==> config.mk <==
export PLATFORM = sky130hd
export DESIGN_NAME = hoc_classify
export DESIGN_NICKNAME = d
export VERILOG_FILES = /design/src/hw/rtl/hoc_pkg.sv /design/src/hw/rtl/hoc_classify.sv
export SDC_FILE = /design/constraint.sdc
export NUM_CORES = 1
export LEC_CHECK = 0
export BUFFER_PORTS_ARGS = -buffer_cell sky130_fd_sc_hd__buf_4
export CORE_MARGIN = 4
export CORE_UTILIZATION = 35
export DETAILED_ROUTE_END_ITERATION = 8
export PLACE_DENSITY = 0.62
export SLEW_MARGIN = 25
export SYNTH_ARGS = -nofsm -noshare
export SYNTH_HDL_FRONTEND = slang
export SYNTH_SLANG_ARGS = --single-unit
==> constraint.sdc <==
create_clock -name clk -period 2.18 [get_ports clk]
set_input_delay 0.436 -clock clk [delete_from_list [all_inputs] [get_ports clk]]
set_output_delay 0.436 -clock clk [all_outputs]
set_load 0.005 [all_outputs]
==> src/hw/rtl/hoc_pkg.sv <==
package hoc_pkg;

  localparam int unsigned MAX_PIXELS = 1048576;
  localparam int unsigned CNT_W      = $clog2(MAX_PIXELS + 1);
  localparam int unsigned PIX_W      = 8;
  localparam int unsigned BINS       = 256;
  localparam int unsigned LVL_W      = 3;
  localparam int unsigned NUM_SPLITS = 8;
  localparam int unsigned K_W        = 3;
  localparam int unsigned PROD_W     = CNT_W + K_W;

  localparam logic [PIX_W-1:0] PIX_MAX = 8'd255;
  localparam logic [K_W-1:0]   K_FIRST = 3'd1;
  localparam logic [K_W-1:0]   K_LAST  = 3'd7;
  localparam logic [CNT_W-1:0] CNT_MAX = CNT_W'(MAX_PIXELS);

  localparam logic OP_ADD      = 1'b0;
  localparam logic OP_CLASSIFY = 1'b1;

  // split register write from the scan sequencer
  typedef struct packed {
    logic             we;
    logic [K_W-1:0]   idx;
    logic [PIX_W-1:0] val;
  } hoc_split_wr_t;

  // scan sequencer status toward the top level
  typedef struct packed {
    logic [PIX_W-1:0] rd_addr;
    logic             done;
  } hoc_scan_t;

endpackage

==> src/hw/rtl/hoc_classify.sv <==
module hoc_classify (
  input  logic                        clk,
  input  logic                        rst_n,
  input  hoc_pkg::hoc_split_wr_t      split_wr,
  input  logic                        req,
  input  logic [hoc_pkg::PIX_W-1:0]   pixel,
  input  logic                        out_ready,
  output logic                        out_valid,
  output logic [hoc_pkg::LVL_W-1:0]   out_level
);

  localparam int unsigned NSTORED = hoc_pkg::NUM_SPLITS - 1;

  // the eighth split is fixed at the top gray value
  logic [hoc_pkg::PIX_W-1:0] split_r [NSTORED];
  logic                      valid_r, valid_nxt;
  logic [hoc_pkg::LVL_W-1:0] level_r;
  logic [hoc_pkg::LVL_W-1:0] level_c;

  always_comb begin
    level_c = hoc_pkg::LVL_W'(NSTORED);
    for (int i = NSTORED - 1; i >= 0; i--) begin
      if (pixel <= split_r[i]) begin
        level_c = hoc_pkg::LVL_W'(i);
      end
    end
  end

  always_ff @(posedge clk) begin
    if (!rst_n) begin
      for (int i = 0; i < NSTORED; i++) begin
        split_r[i] <= '0;
      end
    end else if (split_wr.we) begin
      split_r[split_wr.idx] <= split_wr.val;
    end
  end

  always_comb begin
    valid_nxt = valid_r;
    if (req) begin
      valid_nxt = 1'b1;
    end else if (out_ready) begin
      valid_nxt = 1'b0;
    end
  end

  always_ff @(posedge clk) begin
    if (!rst_n) begin
      valid_r <= 1'b0;
    end else begin
      valid_r <= valid_nxt;
    end
  end

  always_ff @(posedge clk) begin
    if (req) begin
      level_r <= level_c;
    end
  end

  assign out_valid = valid_r;
  assign out_level = level_r;

endmodule

# Word-level counts from Yosys, hierarchy flattened
# Memory sizes are Yosys's and may differ from the RTL's.
# Index checks and enable logic that the tools add are counted.
# classes
order_cmp,7
n_reduce_logical,4
n_mux,15
# op_table
op,count
$le 8x8->1,7
$mux 1,9
$mux 3,3
$mux 8,1
$reduce_or 8->1,1
$mux 2,2
$reduce_or 4->1,1
$reduce_bool 2->1,1
$reduce_or 2->1,1
# word_totals
ramBits,56
output_inout_bits,4
reg_bits,4
wordCells,31
inputBits,24
n_memories,1
# memory_table
memory,depth,word_bits,rd,rd_ports_with_merged_regs,wr,line_no,text
split_r,7,8,7,0,7,hoc_classify.sv:15,logic [hoc_pkg::PIX_W-1:0] split_r [NSTORED];

# Longest topological paths before layout
# An unclocked memory read counts as a cell.
# depth
depth_word,8
mapped_depth,8
depth_no_buf,8

# Worst setup path before layout
# OpenSTA, ideal clock, no wires.
# synth_timing
kind,in2reg
from,input port pixel[1] (netlist bit)
to,"register level_r, in the netlist out_level[1], data pin"
setup_time_ps,261
path_buffers,0
t_required_ps,1919
arrival_time_ps,1609
stages,7
setup_slack_ps,310
cell_sequence,ha_1 nor2b_1 o211ai_1 a21oi_1 o22a_1 nor2b_1 o311a_1
# synth_between
elab_chain_cells,5
word_cells_on_any_way,11
classes_between,order compare: 6; mux: 4; reduce/logical: 1
# synth_rtl
element,line_no,text
start: declaration,hoc_classify.sv:6,"input logic [hoc_pkg::PIX_W-1:0] pixel,"
$le 8x8->1,hoc_classify.sv:23,if (pixel <= split_r[i]) begin
$mux 3 (2 in series),hoc_classify.sv:23,
$mux 2 (2 in series),hoc_classify.sv:23,
end signal: assignment,hoc_classify.sv:58,level_r <= level_c;
end: declaration,hoc_classify.sv:17,logic [hoc_pkg::LVL_W-1:0] level_r;
# Several ways; a longest one is shown, not always the timed one.
# A chain may end at the register's enable or synchronous reset.

==> metrics.csv <==
metric,value,unit
hp-class,in2reg,
finalPower,0.00277,W
power_leakage,1.88,nW
start_util,0.357,
grt_antenna_before_repair,0,
yosys.area.top_type_share,0.418,
pre_cts_slack,0.0244,ns
arrival,2.07,ns
coreArea,10300,um2
io_buffers,27,
drive_above_1_share,0.154,
avgSynthCellArea,10.3,um2
ir_drop,0.246,mV
met3_usage,0.0349,
cts.sinks,60,
grt_pass1_vias,2752,
drc_errors,0,
netlist_instances,357,
drt-pass1-iter-count,4,
viasPerCell,4.79,
slew_headroom,0.692,
met2_usage,0.263,
rsz0062_at_grt,no,
synth_commonest_cells,"inv_1, ha_1, edfxtp_1, nor2_1",
cts_setup_buffers,0,
gr-total-overflow,0,
period_minus_slack,1.97,ns
ys.warnings.count,0,
drv_cap,0,
grt_max_degree,17,
grt_pass1_wl,13700,um
numCtsBuffers,9,
crit_cells,8,
clock_latency,0.34,ns
path_clk_slew,0.07,ns
synth-edff-count,51,
crit_fanout,2,
ant_nets,0,
ys_ff_latch,60,
yosysSeqAreaShare,0.467,
cp-start-kind,register,
cts-htree-levels,3,
async_reset_ff_frac,0,
die_area,12200,um2
setup_violations,0,
final-max-slew-violation-count,0,
critPathCaptureType,register,
yosysUniqueCellTypes,39,
critPathMaxStageDelay,0.37,ns
num_rows,37,
status,"finished, final reports clean",
post_cts_resized,0,
cts_hold_buf,0,
cp_common_cell,nor2b_1,
hold_start,req,
fin_crit_sh,0.905,
drt_iter0_markers,89,
cp_top_family,compound AO/OA/AOI/OAI gates,
nets,478,
power_density,647,nW/um2
areaGrowthSynthToFinish,16.5,%
finalHoldViolations,0,
dp_hpwl,6740,um
rr_worst_depth,8,
layoutNonFillerInstCount,539,
cts_tree,built,
gp_congestion,0.819,
mappedNetlistArea,3670,um2
pin_count,28,
r2r_start,split_r[4][1],
place_inst,523,
fin_skew,0.00732,ns
synth_ff_type,edfxtp_1,
fillCellCount,1004,
max_freq,507,MHz
synth.largest_area_cell,edfxtp_1,
crit_type,reg2reg,
clockBufferDepth,2,
holdPathStages,1,
final_core_util,0.416,
cp_slowest_cell,edfxtp_1,
worstPathCellList,"inv_1, ha_1, nor2b_1, o211ai_1, a21oi_1, o22a_1, nor2b_1, o311a_1",
finalWorstSetupSlack,0.208,ns
crit_start,split_r[4][1],
synth_nets,437,
worst-path-buf-inv,1,
synthTopCellsByArea,"edfxtp_1, ha_1, inv_1",
post-synth-top-count-cell,inv_1,
cp.required,2.28,ns
drt_wl_total,8370,um
grt_usage,0.153,
vias,2582,
met1_usage,0.189,
antennaDiodeCount,0,
fin_tns_setup,0,ns
cts_root_buffer,clkbuf_8,
top_usage_layer,met2,
tightest_slew,0.461,ns
avgRoutedWirePerCell,15.5,um
die_height,110,um
die_w,110,um
path summary, 6_finish.rpt:
| kind | slack, ns | to |
|---|---|---|
| worst max-delay path | 0.21 | out_level[1] |
| worst min-delay path | 0.34 | out_level[1] |
| worst max register to register | 0.21 | out_level[1] |
| worst min register to register | 0.52 | split_r[6][2] |
logic make-up after synthesis:
| logic type | Yosys count | synth area share |
|---|---|---|
| adders and majority gates | 56 | 0.191 |
| muxes | 9 | 0.0246 |
| and+or+nand+nor | 113 | 0.158 |
| buffers and inverters | 66 | 0.0710 |
| DFF | 60 | 0.467 |
| AOI/OAI and AO/OA | 53 | 0.0887 |
final cells by class:
class                      count  area (um2)  area share
clock inverter                 6        63.8      0.0149
tap                          136         170      0.0398
multi-input combinational    231        1700       0.397
timing repair buffer          36         270      0.0632
sequential                    60        1710       0.400
inverter                      60         225      0.0527
clock buffer                  10         138      0.0322
cells in the final DEF, fill, tap and decap left out, drive strengths merged, types with 2 or more instances in the layout:
cell type	instances
clkinvlp	2
buf	36
and4	2
a21oi	23
clkinv	3
o21a	3
edfxtp	51
o21ai	9
nand3b	2
nor2b	17
and2	9
a21o	2
o211ai	5
nand4	10
inv	60
ha	56
dfxtp	9
nand3	2
o21ba	2
nand2b	2
nand2	24
a31oi	2
nor2	40
clkbuf	10
mux2i	9
per-stage QoR:
step / area, um2 / hold slack, ns
floorplan: 3670 / 0.483
global placement: 4070 / 0.500
detailed placement: 4070 / 0.501
CTS: 4270 / 0.324
global route: 4270 / 0.321
finish: 4270 / 0.336
layer usage:
| layer | vias up | wire length (um) |
|---|---|---|
| met5 | - | 0 |
| met4 | 0 | 132 |
| met3 | 13 | 322 |
| met2 | 48 | 4150 |
| met1 | 1210 | 3770 |
| li1 | 1311 | - |
report_power, final:
part	switching (W)	internal, W
Sequential	0.0000206	0.00131
Clock	0.000453	0.000556
Combinational	0.000243	0.000183
Total	0.000718	0.00205
registers in the layout, indices dropped and copies added, names as in the netlist:
name,flops
out_level,3
out_valid,1
split_r,56
(Power assumes the default switching activity.)
