### src/hw/rtl/hoc_pkg.sv
package hoc_pkg;

  localparam int unsigned MAX_PIXELS = 1048576;
  localparam int unsigned CNT_W      = $clog2(MAX_PIXELS + 1);
  localparam int unsigned PIX_W      = 8;
  localparam int unsigned BINS       = 256;
  localparam int unsigned LVL_W      = 3;
  localparam int unsigned NUM_SPLITS = 8;
  localparam int unsigned K_W        = 3;
  localparam int unsigned PROD_W     = CNT_W + K_W;

  localparam logic [PIX_W-1:0] PIX_MAX = 8'd255;
  localparam logic [K_W-1:0]   K_FIRST = 3'd1;
  localparam logic [K_W-1:0]   K_LAST  = 3'd7;
  localparam logic [CNT_W-1:0] CNT_MAX = CNT_W'(MAX_PIXELS);

  localparam logic OP_ADD      = 1'b0;
  localparam logic OP_CLASSIFY = 1'b1;

  // split register write from the scan sequencer
  typedef struct packed {
    logic             we;
    logic [K_W-1:0]   idx;
    logic [PIX_W-1:0] val;
  } hoc_split_wr_t;

  // scan sequencer status toward the top level
  typedef struct packed {
    logic [PIX_W-1:0] rd_addr;
    logic             done;
  } hoc_scan_t;

endpackage

### src/hw/rtl/hoc_split_scan.sv
module hoc_split_scan (
  input  logic                       clk,
  input  logic                       rst_n,
  input  logic                       start,
  input  logic [hoc_pkg::CNT_W-1:0]  count,
  input  logic [hoc_pkg::CNT_W-1:0]  rdata,
  output hoc_pkg::hoc_scan_t         status,
  output hoc_pkg::hoc_split_wr_t     split_wr
);

  localparam logic [1:0] P_IDLE  = 2'd0;
  localparam logic [1:0] P_LOAD  = 2'd1;
  localparam logic [1:0] P_FIRST = 2'd2;
  localparam logic [1:0] P_RUN   = 2'd3;

  logic [1:0]                  phase_r, phase_nxt;
  logic [hoc_pkg::PIX_W-1:0]   s_r, s_nxt;
  logic [hoc_pkg::CNT_W-1:0]   cum_r, cum_nxt;
  logic [hoc_pkg::K_W-1:0]     k_r, k_nxt;
  logic                        fresh_r, fresh_nxt;

  logic [hoc_pkg::PROD_W-1:0]  prod;
  logic [hoc_pkg::CNT_W-1:0]   thr;
  logic [hoc_pkg::CNT_W:0]     cand;
  logic                        fits;
  logic                        adv;
  logic                        emit;

  // threshold floor(count*k/8)
  assign prod = hoc_pkg::PROD_W'(count) * hoc_pkg::PROD_W'(k_r);
  assign thr  = prod[hoc_pkg::PROD_W-1:hoc_pkg::K_W];
  assign cand = {1'b0, cum_r} + {1'b0, rdata};
  assign fits = (cand <= {1'b0, thr});

  always_comb begin
    phase_nxt = phase_r;
    s_nxt     = s_r;
    cum_nxt   = cum_r;
    k_nxt     = k_r;
    fresh_nxt = fresh_r;
    adv       = 1'b0;
    emit      = 1'b0;
    unique case (phase_r)
      P_IDLE: begin
        if (start) begin
          phase_nxt = P_LOAD;
        end
      end
      P_LOAD: begin
        // split starts at bin 0 so the next step fetches bin 1
        s_nxt     = '0;
        phase_nxt = P_FIRST;
      end
      P_FIRST: begin
        cum_nxt   = rdata;
        s_nxt     = '0;
        k_nxt     = hoc_pkg::K_FIRST;
        fresh_nxt = 1'b1;
        phase_nxt = P_RUN;
      end
      P_RUN: begin
        if (s_r == hoc_pkg::PIX_MAX) begin
          emit = 1'b1;
        end else if (fresh_r) begin
          if (fits) begin
            adv = 1'b1;
          end else begin
            emit = 1'b1;
          end
        end
        if (adv) begin
          s_nxt     = s_r + 1'b1;
          cum_nxt   = cand[hoc_pkg::CNT_W-1:0];
          fresh_nxt = 1'b0;
        end else begin
          fresh_nxt = 1'b1;
        end
        if (emit) begin
          if (k_r == hoc_pkg::K_LAST) begin
            phase_nxt = P_IDLE;
          end else begin
            k_nxt = k_r + 1'b1;
          end
        end
      end
      default: phase_nxt = P_IDLE;
    endcase
  end

  always_ff @(posedge clk) begin
    if (!rst_n) begin
      phase_r <= P_IDLE;
      fresh_r <= 1'b0;
      k_r     <= hoc_pkg::K_FIRST;
    end else begin
      phase_r <= phase_nxt;
      fresh_r <= fresh_nxt;
      k_r     <= k_nxt;
    end
  end

  always_ff @(posedge clk) begin
    s_r   <= s_nxt;
    cum_r <= cum_nxt;
  end

  // bin s+1 is fetched while s is held; bin 0 on the load step
  assign status.rd_addr = (phase_r == P_LOAD) ? '0 : s_r + 1'b1;
  assign status.done    = (phase_r == P_RUN) && emit && (k_r == hoc_pkg::K_LAST);

  assign split_wr.we  = (phase_r == P_RUN) && emit;
  assign split_wr.idx = k_r - 1'b1;
  assign split_wr.val = s_r;

endmodule

### config.mk
export PLATFORM = sky130hd
export DESIGN_NAME = hoc_split_scan
export DESIGN_NICKNAME = d
export VERILOG_FILES = /design/src/hw/rtl/hoc_pkg.sv /design/src/hw/rtl/hoc_split_scan.sv
export SDC_FILE = /design/constraint.sdc
export NUM_CORES = 1
export LEC_CHECK = 0
export BUFFER_PORTS_ARGS = -buffer_cell sky130_fd_sc_hd__clkbuf_2
export CORE_ASPECT_RATIO = 1.75
export CORE_MARGIN = 2
export CORE_UTILIZATION = 35
export DETAILED_ROUTE_END_ITERATION = 16
export MAX_ROUTING_LAYER = met4
export SLEW_MARGIN = 20
export SYNTH_ARGS = -nofsm -noshare
export SYNTH_HDL_FRONTEND = slang
export SYNTH_SLANG_ARGS = --single-unit
export TNS_END_PERCENT = 20
### constraint.sdc
create_clock -name clk -period 5.3 [get_ports clk]
set_input_delay 0.265 -clock clk [delete_from_list [all_inputs] [get_ports clk]]
set_output_delay 0.265 -clock clk [all_outputs]
set_load 0.005 [all_outputs]
# Word level (Yosys, flattened, before mapping)
# Cells that the tools add are included.
# word_totals
regBits,35
inputBits,45
mem_bits_ro,0
mem_count,0
output_inout_bits,21
latchBits,0
wordCells,54
ram_bits,0
# op_classes
n_eq_ne,10
div_mod_pow,0
addsub,4
order_cmp,1
n_bitwise,0
shift,0
n_reduce_logical,10
n_mul,1
n_mux,23
# op_table
op,count
21-bit case mux with 2 select lines,1
21-bit by 3-bit multiplier with 24-bit output,1
21-bit by 21-bit adder with 22-bit output,1
22-bit by 21-bit <= comparator with 1-bit output,1
21-bit two-way mux,1
8-bit two-way mux,2
8-bit case mux with 2 select lines,1
1-bit two-way mux,10
2-bit != test (second input constant),5
8-bit by 1-bit adder with 8-bit output (second input constant),1
8-bit equality test (second input constant),1
2-bit case mux with 4 select lines,1
2-bit two-way mux,3
3-bit two-way mux,2
3-bit case mux with 2 select lines,1
3-bit AND reduction,2
2-bit equality test (second input constant),2
2-bit AND reduction,2
2-bit nonzero test,2
3-bit by 1-bit adder with 3-bit output (second input constant),1
3-bit equality test (second input constant),1
3-bit by 1-bit subtractor with 3-bit output (second input constant),1
2-bit by 1-bit equality test with 1-bit output (second input constant),1
1-bit logical AND,2
3 further kinds,3

# Depth between registers and ports, before layout
# depth
ltp_word,9
depth_mapped,20
ltp_nobuf,19

# Worst setup path after synthesis
# No wires, ideal clock.
# synth_path
path_type,register to register
start,register k_r[2] (netlist name)
end,register cum_r[0] (netlist name) (enable)
arrival_ps,4488
synth_period_minus_slack_ps,4891
setup_time_ps,403
n_path_buf,1
required_ps,4897
setup_slack_ps,409
path_stages_with_launch,21
cell_sequence,dfxtp_1 -> clkbuf_1 -> nand2_1 -> fa_1 -> inv_1 -> ha_1 -> a21o_1 -> a211oi_1 -> o22a_1 -> a21oi_1 -> o41a_1 -> mux2i_1 -> nor3_1 -> ha_1 -> nand2_1 -> nor4_1 -> nand2_1 -> o211ai_1 -> o21ai_0 -> nand2_1 -> nand2_1
# synth_via
elab_chain_cells,8
# synth_lines
element,line,source
"start, declared",hoc_split_scan.sv:19,"logic [hoc_pkg::K_W-1:0] k_r, k_nxt;"
"start signal, assigned",hoc_split_scan.sv:94,k_r <= hoc_pkg::K_FIRST;
"start signal, assigned",hoc_split_scan.sv:98,k_r <= k_nxt;
21-bit by 3-bit multiplier with 24-bit output,hoc_split_scan.sv:30,assign prod = hoc_pkg::PROD_W'(count) * hoc_pkg::PROD_W'(k_r);
22-bit by 21-bit <= comparator with 1-bit output,hoc_split_scan.sv:33,"assign fits = (cand <= {1'b0, thr});"
1-bit two-way mux,hoc_split_scan.sv:65,if (fits) begin
1-bit two-way mux,hoc_split_scan.sv:64,end else if (fresh_r) begin
1-bit two-way mux,hoc_split_scan.sv:62,if (s_r == hoc_pkg::PIX_MAX) begin
1-bit two-way mux,hoc_split_scan.sv:43,unique case (phase_r)
2-bit != test (no line),-,
2-bit AND reduction (no line),-,
"end signal, assigned",hoc_split_scan.sv:104,cum_r <= cum_nxt;
"end, declared",hoc_split_scan.sv:18,"logic [hoc_pkg::CNT_W-1:0] cum_r, cum_nxt;"
# Every way passes these cells. The select of a mux whose other input is x is not followed.
# A chain may end at the register's enable or synchronous reset.

==> impl_metrics.csv <==
group,metric,value,unit
run_status,run_status,"finished, final reports clean",
sta,worst_clock_skew,0.00149,ns
global_routing,grt_overflow_total,0,
sta,setup_viol,0,
finish,mostFrequentLayoutCells,"88 x nand2_1, 66 x ha_1, 64 x clkbuf_2, 54 x inv_1, 47 x nor2_1",
floorplan,io-pin-count,66,
sta,worst_slew_pin_slew,0.572,ns
synth,ys_seq_area_share,19.0,%
synth,net_count_synth,752,
placed_design,place_hpwl,11.0,mm
setup_path,setup.worst_path.start_class,"register",
synth,synth.cell_area,5210,um^2
worst_hold_path,hold_path_class,"input port to register",
routing,first_pass_iters,4,
synth,syn_inst,615,
finish,filler_cell_count,1471,
placed_design,gp_congestion,0.839,
floorplan,die_width,96.2,um
setup_path,critical_path_peak_fanout,6,
setup_path,critPathKind,"register to primary output",
routing,routedWlPerCell,15.5,um
cts,clkSlewWorstSetupHoldPaths,0.06,ns
setup_path,worst_ep_required_time,5.04,ns
routing,remaining_drc_errors,0,
finish,post_layout_nonfiller_instances,887,
floorplan,placementRows,59,
sta,relSlewSlack,61.6,%
finish,final_common_cell,"nand2_1",
floorplan,chipHeight,165,um
routing,num_vias,4751,
finish,final_net_count,840,
cts,tritoncts.num_buffers,5,
cts,htreeDepth,2,
sta,rsz0062_at_grt,"yes",
sta,timing.final.max_slew_violations,0,
routing,wl,13.8,mm
global_routing,grt_first_pass_wirelength,21.2,mm
sta,whs,0.284,ns
floorplan,die_area,15900,um^2
cts,numClockSinks,35,
global_routing,antenna_found_initial,0,
sta,layout_min_cycle_time,5.21,ns
routing,avgViaCountPerCell,5.36,
placed_design,dp_cells,860,
sta,achievable-frequency,192,MHz
global_routing,first_global_vias,4838,
synth,mean_cell_area_of_the_mapped_netlist,8.47,um^2
sta,finalHoldViolations,0,
cts,tritoncts,"built",
setup_path,worst_case_reg_to_reg_path_depth,26,
finish,finalCoreUtilization,43.2,%
setup_path,critPathArrivalTime,4.95,ns
pwr,power.density_cell_area,289,nW/um^2
synth,synth.distinct_cells,68,
finish,antenna_cells_inserted,0,
pwr,leakagePower,2.96,nW
routing,route.antenna.remaining_nets,0,
setup_path,crit_path_max_cell_delay,0.50,ns
setup_path,worst_setup_path_end_kind,"primary output",
global_routing,global_route.usage.total,17.3,%
synth,synth_enable_flop_cells,29,
synth,synth.ff_latch_count,35,
synth,synth_flop_cell,"edfxtp_1",
finish,areaGrowthSynthToFinish,22.0,%
cts,clk_root_buffer_cell,"clkbuf_16",
synth,synth-warning-count,0,
setup_path,critical-path-slowest-cell,"fa_1",
setup_path,critical_path.cell_chain,"buf_6, buf_6, and2_4, fa_1, nand4_1, fa_2, nand2b_4, a21oi_4, o211ai_1, a21oi_2, o41a_1, mux2i_1, nor3_2, ha_1, nand2_2, nor3_2, a22oi_1, o211ai_1, o31ai_2, a31oi_1, and2_1, buf_2",
floorplan,floorplan.initialDensity,35.4,%
routing,initialDrtViolationCount,145,
global_routing,grt_start_max_net_pins,31,
worst_hold_path,holdPathStages,3,
sta,layout_worst_path_cycle_share,98.4,%
cts,post_cts_hold_fix_bufs,0,
cts,cts.path.max_buffers,2,
floorplan,core_area,14700,um^2
finish,drive_gt1_share,25.1,%
run,max_cap_violations,0,
pwr,power.ir.vdd_worst,0.113,mV
synth,asyncSetResetFlopFracSynth,0,%
placed_design,port-buffer-count,65,
cts,clk-insertion-delay-late,0.29,ns
Yosys cell counts, types with 14 or more instances:
| master | n | area [um^2] |
|---|---|---|
| ha_1 | 71 | 888 |
| mux2_2 | 14 | 158 |
| o21ai_0 | 24 | 120 |
| nor2_1 | 47 | 176 |
| nand2_1 | 92 | 345 |
| fa_1 | 21 | 420 |
| clkbuf_1 | 14 | 52.6 |
| nand3_1 | 16 | 80.1 |
| xor2_1 | 18 | 158 |
| a21o_1 | 25 | 188 |
| xnor2_1 | 17 | 149 |
| a21oi_1 | 28 | 140 |
| inv_1 | 54 | 203 |
| edfxtp_1 | 29 | 871 |
critical path: cells and delay by family, from the launching register on:
family | cells | cell delay [ns]
adder cells (fa/ha/maj) | 3 | 1.21
flip-flops | 1 | 0.35
AND/OR/NAND/NOR | 7 | 0.80
multiplexers | 1 | 0.24
buffers and inverters | 3 | 0.36
AO/OA/AOI/OAI | 8 | 1.67
report_power, final:
part | leakage, nW | switching, mW | total [mW] | internal, mW
Sequential | 0.321 | 0.0573 | 0.460 | 0.402
Clock | 0.0868 | 0.122 | 0.356 | 0.234
Combinational | 2.55 | 0.586 | 1.02 | 0.434
layer usage:
layer  global-route usage [%]  vias up  routed length, um
met5                        -        -                  0
met4                     7.34        0                473
met3                     1.45       29                431
met2                     34.3      105               7920
met1                     16.1     2265               4950
li1                         -     2352                  -
path summary, 6_finish.rpt:
| kind | from | end | slack [ns] |
|---|---|---|---|
| max reg2reg | k_r[1] | k_r[0] | 0.27 |
| min reg2reg | phase_r[1] | phase_r[1] | 0.52 |
| max | k_r[1] | status[0] | 0.09 |
| min | rdata[20] | cum_r[20] | 0.28 |
per-stage QoR:
step                      setup WS (ns)   TNS, ns  area (um^2)  power (mW)
after detailed placement        -0.0684   -0.0684         5810        1.45
after floorplan                   0.409         0         5210        1.12
after CTS                      0.000379         0         6010        1.82
after global placement         -0.00662  -0.00662         5810        1.41
final                            0.0872         0         6350        1.84
after global routing             -0.144    -0.266         6350        1.98
state kept, by name, summed over array words and instances, names as in the netlist:
signal	flops
k_r	3
phase_r	2
fresh_r	1
s_r	8
cum_r	21
cell type report:
type / count / area, um^2 / area share, %
Clock buffer: 6 / 139 / 2.19
Clock inverter: 2 / 35.0 / 0.552
Inverter: 55 / 206 / 3.25
Multi-Input combinational cell: 510 / 4140 / 65.2
Sequential cell: 35 / 1000 / 15.8
Tap cell: 183 / 229 / 3.60
Timing Repair Buffer: 96 / 598 / 9.42
cells by family after synthesis:
family,synth area share [%]
adders and majority gates,25.1
AOI/OAI and AO/OA,21.5
and+or+nand+nor,18.7
muxes,4.66
DFF,19.0
buffers and inverters,5.07
xor gates and xnor gates,5.89
timing repair:
item                       4_1_cts  5_1_grt
setup buffers                    1       18
gates resized for setup          9       42
setup endpoints to repair       23       36
pin swaps                        2       26
Note: power is estimated with default switching activity, not from simulation.
